## src/rtl/core/hc3_pkg.sv

```systemverilog
// ----------------------------------------------------------------------------
// hc3_pkg: shared types and constants of the hermitian cofactor block
// Operand codes, item field layout, result widths and the per-row operand
// table used by the row datapath.
// ----------------------------------------------------------------------------
package hc3_pkg;

	// default input width (signed Q16.16)
	localparam int DATA_WIDTH_DEF = 32;

	// result format, signed Q32.32
	localparam int OUT_W = 64;
	localparam logic [OUT_W-1:0] SAT_MAX = {1'b0, {(OUT_W-1){1'b1}}};
	localparam logic [OUT_W-1:0] SAT_MIN = {1'b1, {(OUT_W-1){1'b0}}};

	// cofactor rows and columns
	localparam int NUM_ROWS  = 3;
	localparam int NUM_COLS  = 3;
	localparam int NUM_SLOTS = 4;
	localparam int ROW_W     = 2;
	localparam logic [ROW_W-1:0] ROW_0    = 2'd0;
	localparam logic [ROW_W-1:0] ROW_1    = 2'd1;
	localparam logic [ROW_W-1:0] ROW_2    = 2'd2;
	localparam logic [ROW_W-1:0] LAST_ROW = ROW_2;

	// item queue between front and back
	localparam int QUEUE_DEPTH = 2;

	// field layout of a queued item, every field one bit wider than the input
	localparam int FLD_D0      = 0;
	localparam int FLD_D1      = 1;
	localparam int FLD_D2      = 2;
	localparam int FLD_XR      = 3;
	localparam int FLD_XI      = 4;
	localparam int FLD_YR      = 5;
	localparam int FLD_YI      = 6;
	localparam int FLD_ZR      = 7;
	localparam int FLD_ZI      = 8;
	localparam int ITEM_FIELDS = 9;

	// operand sources of one complex factor
	typedef enum logic [2:0] {
		SRC_D0 = 3'd0,
		SRC_D1 = 3'd1,
		SRC_D2 = 3'd2,
		SRC_X  = 3'd3,
		SRC_Y  = 3'd4,
		SRC_Z  = 3'd5
	} src_e_t;

	typedef struct packed {
		src_e_t src;
		logic   conj;
	} opnd_t;

	// entry = p1*q1 - p2*q2, slots in the order p1, q1, p2, q2
	localparam opnd_t OPND_TBL [NUM_ROWS][NUM_COLS][NUM_SLOTS] = '{
		'{
			'{'{SRC_D1, 1'b0}, '{SRC_D2, 1'b0}, '{SRC_Z, 1'b0}, '{SRC_Z, 1'b1}},
			'{'{SRC_Z, 1'b0}, '{SRC_Y, 1'b1}, '{SRC_X, 1'b1}, '{SRC_D2, 1'b0}},
			'{'{SRC_Z, 1'b1}, '{SRC_X, 1'b1}, '{SRC_Y, 1'b1}, '{SRC_D1, 1'b0}}
		},
		'{
			'{'{SRC_Y, 1'b0}, '{SRC_Z, 1'b1}, '{SRC_X, 1'b0}, '{SRC_D2, 1'b0}},
			'{'{SRC_D0, 1'b0}, '{SRC_D2, 1'b0}, '{SRC_Y, 1'b0}, '{SRC_Y, 1'b1}},
			'{'{SRC_Y, 1'b1}, '{SRC_X, 1'b0}, '{SRC_Z, 1'b1}, '{SRC_D0, 1'b0}}
		},
		'{
			'{'{SRC_X, 1'b0}, '{SRC_Z, 1'b0}, '{SRC_Y, 1'b0}, '{SRC_D1, 1'b0}},
			'{'{SRC_X, 1'b1}, '{SRC_Y, 1'b0}, '{SRC_Z, 1'b0}, '{SRC_D0, 1'b0}},
			'{'{SRC_D0, 1'b0}, '{SRC_D1, 1'b0}, '{SRC_X, 1'b0}, '{SRC_X, 1'b1}}
		}
	};

endpackage

```

## src/rtl/core/hc3_front.sv

```systemverilog
// ----------------------------------------------------------------------------
// hc3_front: input acceptance and item queue
// Takes one matrix item, forms the shifted diagonal and holds the item in a
// short queue until the row sequencer has issued all of its rows.
// ----------------------------------------------------------------------------
module hc3_front #(
	parameter int DATA_WIDTH = hc3_pkg::DATA_WIDTH_DEF
) (
	input  logic                         clk,
	input  logic                         arst_n,
	input  logic                         in_valid,
	output logic                         in_ready,
	input  logic signed [DATA_WIDTH-1:0] diag_a,
	input  logic signed [DATA_WIDTH-1:0] diag_b,
	input  logic signed [DATA_WIDTH-1:0] diag_c,
	input  logic signed [DATA_WIDTH-1:0] ab_real,
	input  logic signed [DATA_WIDTH-1:0] ab_imag,
	input  logic signed [DATA_WIDTH-1:0] ac_real,
	input  logic signed [DATA_WIDTH-1:0] ac_imag,
	input  logic signed [DATA_WIDTH-1:0] bc_real,
	input  logic signed [DATA_WIDTH-1:0] bc_imag,
	input  logic signed [DATA_WIDTH-1:0] eigen_value,
	output logic                         q_valid,
	input  logic                         q_ready,
	output logic [hc3_pkg::ITEM_FIELDS-1:0][DATA_WIDTH:0] q_item
);

	localparam int ITEM_W = DATA_WIDTH + 1;
	localparam int PTR_W  = (hc3_pkg::QUEUE_DEPTH > 1) ? $clog2(hc3_pkg::QUEUE_DEPTH) : 1;
	localparam int CNT_W  = $clog2(hc3_pkg::QUEUE_DEPTH + 1);

	logic [hc3_pkg::ITEM_FIELDS-1:0][ITEM_W-1:0] item_in;
	logic [hc3_pkg::ITEM_FIELDS-1:0][ITEM_W-1:0] mem_q [hc3_pkg::QUEUE_DEPTH];
	logic [PTR_W-1:0] wr_ptr_q;
	logic [PTR_W-1:0] rd_ptr_q;
	logic [CNT_W-1:0] count_q;
	logic             push;
	logic             pop;

	// shifted diagonal, one bit of growth
	always_comb begin
		item_in = '0;
		item_in[hc3_pkg::FLD_D0] = ITEM_W'(diag_a) - ITEM_W'(eigen_value);
		item_in[hc3_pkg::FLD_D1] = ITEM_W'(diag_b) - ITEM_W'(eigen_value);
		item_in[hc3_pkg::FLD_D2] = ITEM_W'(diag_c) - ITEM_W'(eigen_value);
		item_in[hc3_pkg::FLD_XR] = ITEM_W'(ab_real);
		item_in[hc3_pkg::FLD_XI] = ITEM_W'(ab_imag);
		item_in[hc3_pkg::FLD_YR] = ITEM_W'(ac_real);
		item_in[hc3_pkg::FLD_YI] = ITEM_W'(ac_imag);
		item_in[hc3_pkg::FLD_ZR] = ITEM_W'(bc_real);
		item_in[hc3_pkg::FLD_ZI] = ITEM_W'(bc_imag);
	end

	assign in_ready = (count_q != CNT_W'(hc3_pkg::QUEUE_DEPTH));
	assign q_valid  = (count_q != '0);
	assign q_item   = mem_q[rd_ptr_q];
	assign push     = in_valid && in_ready;
	assign pop      = q_valid && q_ready;

	function automatic logic [PTR_W-1:0] ptr_next(input logic [PTR_W-1:0] p);
		if (p == PTR_W'(hc3_pkg::QUEUE_DEPTH - 1)) begin
			return '0;
		end
		return p + PTR_W'(1);
	endfunction

	always_ff @(posedge clk) begin
		if (push) begin
			mem_q[wr_ptr_q] <= item_in;
		end
	end

	always_ff @(posedge clk or negedge arst_n) begin
		if (!arst_n) begin
			wr_ptr_q <= '0;
			rd_ptr_q <= '0;
			count_q  <= '0;
		end else begin
			if (push) begin
				wr_ptr_q <= ptr_next(wr_ptr_q);
			end
			if (pop) begin
				rd_ptr_q <= ptr_next(rd_ptr_q);
			end
			unique case ({push, pop})
				2'b10:   count_q <= count_q + CNT_W'(1);
				2'b01:   count_q <= count_q - CNT_W'(1);
				default: count_q <= count_q;
			endcase
		end
	end

	a_count_bound: assert property (@(posedge clk) disable iff (!arst_n)
		count_q <= CNT_W'(hc3_pkg::QUEUE_DEPTH))
		else $error("item queue over depth");

	a_count_push: assert property (@(posedge clk) disable iff (!arst_n)
		push && !pop |=> count_q == $past(count_q) + CNT_W'(1))
		else $error("item queue lost a push");

endmodule

```

## config.mk

```make
export PLATFORM = sky130hd
export DESIGN_NAME = hc3_front
export DESIGN_NICKNAME = d
export VERILOG_FILES = /design/src/rtl/core/hc3_pkg.sv /design/src/rtl/core/hc3_front.sv
export SDC_FILE = /design/constraint.sdc
export NUM_CORES = 1
export LEC_CHECK = 0
export ABC_AREA = 1
export BUFFER_PORTS_ARGS = -buffer_cell sky130_fd_sc_hd__buf_2
export CORE_MARGIN = 2
export CORE_UTILIZATION = 35
export CTS_BUF_LIST = sky130_fd_sc_hd__clkbuf_8
export DETAILED_ROUTE_END_ITERATION = 16
export PLACE_DENSITY_LB_ADDON = 0.12
export SETUP_SLACK_MARGIN = 0.4
export SLEW_MARGIN = 20
export SYNTH_ARGS = -nofsm -noshare
export SYNTH_HDL_FRONTEND = slang
export SYNTH_SLANG_ARGS = --single-unit
```

## constraint.sdc

```tcl
create_clock -name clk -period 20.2 [get_ports clk]
set_input_delay 1.01 -clock clk [delete_from_list [all_inputs] [get_ports clk]]
set_output_delay 1.01 -clock clk [all_outputs]
set_load 0.02 [all_outputs]
```

# Word-level counts from Yosys, hierarchy flattened

Memory sizes are Yosys's and may differ from the RTL's.
Index checks and enable logic that the tools add are counted.

Bits in registers: 4
Bits in latches: 0
Bits in writable memories: 594
Memory bits (read-only): 0
Bits of input ports: 324
Output and inout port bits: 299
Word-level logic and storage cells: 29
Memories: 1

Memories:

| name  | depth | bits a word | read ports | clocked after Yosys merged registers in | wr ports | line            | source |
|---|---|---|---|---|---|---|---|
| mem_q | 2     | 297         | 1          | 0                                       | 1        | hc3_front.sv:33 | `logic [hc3_pkg::ITEM_FIELDS-1:0][ITEM_W-1:0] mem_q [hc3_pkg::QUEUE_DEPTH];` |

Add/subtract/negate cells: 7
Multiply operators: 0
Div/mod/pow operators: 0
$lt $le $gt $ge: 0
Equality and inequality tests: 3
Shift-type cells: 0
Mux-type cells: 11
Bitwise gates (word level): 0
Reductions and logical operators: 4

Operators by type and width:

| cell                                                                  | count |
|---|---|
| 32-bit by 32-bit subtractor with 33-bit output                        | 3 |
| 1-bit 2-to-1 mux                                                      | 10 |
| 2-bit case mux with 2 select lines                                    | 1 |
| 2-bit nonzero test                                                    | 2 |
| 1-bit adder, second input constant                                    | 2 |
| 2-bit by 1-bit adder with 2-bit output, second input constant         | 1 |
| 2-bit by 1-bit equality test with 1-bit output, second input constant | 1 |
| 2-bit equality test, second input constant                            | 1 |
| 1-bit logical AND                                                     | 2 |
| 2-bit != test, second input constant                                  | 1 |
| 2-bit by 1-bit subtractor with 2-bit output, second input constant    | 1 |

# Longest topological paths before layout

Depth in word-level cells: 4
Depth in mapped cells: 14
Mapped depth without buffers: 14

# Worst setup path after synthesis

OpenSTA, ideal clock, no wires.

Path type: input-to-reg
From: input in_valid
To: memory mem_q[1][0] (netlist bit) (enable)
Setup time: 951 ps
Data arrival time: 13181 ps
Data required time: 19249 ps
Setup slack: 6068 ps
Stages: 2
Path buffers: 0
Cells stage by stage: nand2_1 -> nor2_1

Longest elaborated chain between the ends: 3

RTL lines:

| element                                | line            | source |
|---|---|---|
| start, declared                        | hc3_front.sv:11 | `input logic in_valid,` |
| 1-bit logical AND                      | hc3_front.sv:57 | `assign push = in_valid && in_ready;` |
| 1-bit 2-to-1 mux                       | hc3_front.sv:68 | `if (push) begin` |
| 1-bit 2-to-1 mux (not written as such) | hc3_front.sv:69 | `mem_q[wr_ptr_q] <= item_in;` |
| end, declared                          | hc3_front.sv:33 |  |

No other way between the ends.

==> results.txt <==
hold slack = 133 ps
share of layout cells above drive strength 1 = 0.199
crit share post-route = 0.236
Max stage delay on crit path = 850 ps
clock root cell = clkbuf_8
die area = 84500 um2
met2 Use GR = 0.367
Area Overhead vs Synth = 21.5%
CP required = 19190 ps
CP Launch Type = register
clk_lat worst skew = 710 ps
DR iter-0 viols = 1331
clk_skew = 42.2 ps
relative slew slack = 0.236
Crit Path Max Fanout = 87
antenna violations before repair = 28
DR vias = 22400
synth top area cells = edfxtp_1, nand2_1, inv_1
fillers = 8258
sequential fraction of the synthesis area = 0.611
Antenna Violating Nets Remaining = 0
first-pass GRT wire length = 134000 um
GPL Wtd Cong = 0.894
CTS Buf Count = 102
Slew Viols, Final = 0
sequential share of power = 0.389
Synth area leader = edfxtp_1
Yosys warnings = 0
GRT busiest layer = met2
via/cell ratio = 4.49
post-synthesis xor/xnor area fraction = 0.0146
largest net degree at the start of global routing = 168
switching share of total power = 0.420
worst slew pin tran = 1150 ps
unrepaired setup endpoints after global routing = false
crit path max-delay cell type = dfrtp_4
critical path arrival = 3760 ps
Synth Cell Area = 28800 um2
combinational power share = 0.396
clock power share = 0.214
clk buf depth = 3
WL/cell = 18.5 um
Setup Fix Bufs, Post-CTS = 0
cells along the critical path = inv_8 > buf_4 > buf_4 > nand2_1 > nand2_1 > buf_2
FF+latch count, synth = 586
max_cap viols = 0
pwr dens = 131 nW/um2
Total GRT Usage = 0.214
Yosys cell types = 25
Leak = 0.0174 uW
IO Pins = 623
Hold Path Class = primary input to asynchronous set/reset pin
Post-synth EDFFs = 582
core area = 81700 um2
crit path time final = 4770 ps
hpwl dp = 69400 um
drt drc = 0
vias in the first global route = 21600
Avg Cell Area, Syn = 9.11 um2
initial core utilization = 0.352
met3 usage = 0.0444
Post-layout nets = 4244
Worst Path Buf+Inv = 4
family with the most delay on the worst path = buffers and inverters
hold buffers post-CTS = 0
multiplexer share of the synthesized area = 0
Sink Count = 586
status = completed
total gr overflow = 0
Synth Area in Adders = 0.0443
H-Tree Depth = 3
post-synthesis simple-gate area fraction = 0.250
NetSw = 1930 uW
drt pass-1 iters = 5
met1 Usage GRT = 0.264
Compound-Gate Fraction of Synth Area = 0.0131
Syn Inst Count = 3157
Synth async-reset ratio = 0.00683
most common flop cell mapped by yosys = edfxtp_1
Post-CTS Resized = 0
Fin Setup TNS = 0 ps
Setup crit end kind = output pin
Die Width = 291 um
Synth Net Count = 3581
Die Height = 291 um
Final setup viols = 0
Pint = 2660 uW
port bufs = 622
Synth top area share = 0.608
Final Hold Violating Endpoints = 0
# rows = 105
TritonCTS clock tree = built
Synth top cells by count = nand2_1, edfxtp_1, inv_1, nor2_1, ha_1
largest family of logic cells by synthesized area = simple AND/OR/NAND/NOR gates
drt total wl = 92500 um
Peak VDD IR = 117 uV
Worst Setup Path Type = register to output pin
count leader, synth = nand2_1
Worst-path clk slew = 60 ps
Max Clk Rate = 210 MHz
## power by group through the flow
| stage | Combinational [uW] | Clock, uW | Sequential [uW] |
|---|---|---|---|
| global placement | 1850 | 0 | 1810 |
| global route | 1980 | 1070 | 1810 |
| finish | 1820 | 985 | 1790 |
| CTS | 1850 | 1020 | 1790 |
| detailed placement | 1850 | 0 | 1810 |
| floorplan | 1150 | 0 | 1910 |
## sequential cells by signal (all words and copies together) (netlist names)
register  count
wr_ptr_q      1
mem_q       582
rd_ptr_q      1
count_q       2
## layout make-up
class / instances / area [um2] / share of cell area
Inverter: 417 / 1570 / 0.0450
Multi-Input combinational cell: 2081 / 9270 / 0.266
Tap cell: 1070 / 1340 / 0.0383
Clock inverter: 85 / 427 / 0.0122
Antenna cell: 19 / 47.5 / 0.00136
Clock buffer: 104 / 1430 / 0.0410
Sequential cell: 586 / 17600 / 0.503
Timing Repair Buffer: 632 / 3260 / 0.0933
## cell usage in the layout (no fill, tap or decap), types with 4 or more instances in the layout
cell type / Yosys / layout
buf_2: 31 / 622
and2_1: 6 / 6
edfxtp_1: 582 / 582
diode_2: 0 / 19
inv_1: 417 / 452
ha_1: 97 / 97
clkinv_1: 0 / 32
buf_4: 6 / 5
clkbuf_8: 0 / 104
buf_12: 0 / 4
nand2_1: 1622 / 1622
clkinv_2: 0 / 10
nor3_1: 6 / 6
nor2_1: 126 / 124
xnor2_1: 7 / 7
nand2_2: 17 / 17
xor2_1: 41 / 41
nand4_1: 12 / 12
a21oi_1: 65 / 65
nand3_1: 66 / 66
## stage by stage
step	total power, uW	worst slack, ps	area (um2)	instances	util
2_1_floorplan	3060	6070	28800	3157	-
3_3_place_gp	3660	15560	33000	4785	0.404
3_5_place_dp	3660	15500	33000	4785	0.404
4_1_cts	4660	14710	34900	4974	0.427
5_1_grt	4870	15090	34900	4989	0.427
6_report	4590	15430	34900	4994	0.427
## logic make-up after synthesis
kind of cell	Yosys count
AND/OR/NAND/NOR	1861
flip-flops	586
buffers and inverters	490
adder cells (fa/ha/maj)	100
XOR/XNOR	48
AO/OA/AOI/OAI	72
## worst paths after layout
kind / from / cells after the start / end / slack [ps]
worst min register to register: count_q[0]$_DFFE_PN0P_ / 1 / count_q[0]$_DFFE_PN0P_ / 520
min in group clk: bc_imag[13] / 1 / mem_q[1][277]$_DFFE_PP_ / 490
worst max register to register: count_q[0]$_DFFE_PN0P_ / 6 / mem_q[1][184]$_DFFE_PP_ / 17280
max in group asynchronous: arst_n / 1 / rd_ptr_q$_DFFE_PN0P_ / 19930
worst min-delay path: arst_n / 1 / rd_ptr_q$_DFFE_PN0P_ / 130
worst max-delay path: rd_ptr_q$_DFFE_PN0P_ / 6 / q_item[74] / 15430
## worst reg2reg max path, delay by kind of cell (launching register included)
family	cells	cell delay [ps]
buffers and inverters	3	1730
and+or+nand+nor	3	410
DFF	1	380
## routing by layer
metal	up-vias	routed length, um
met5	-	119
met4	16	2740
met3	146	5630
met2	671	45600
met1	10300	38500
li1	11300	-
Power figures use the tool's default switching activity.
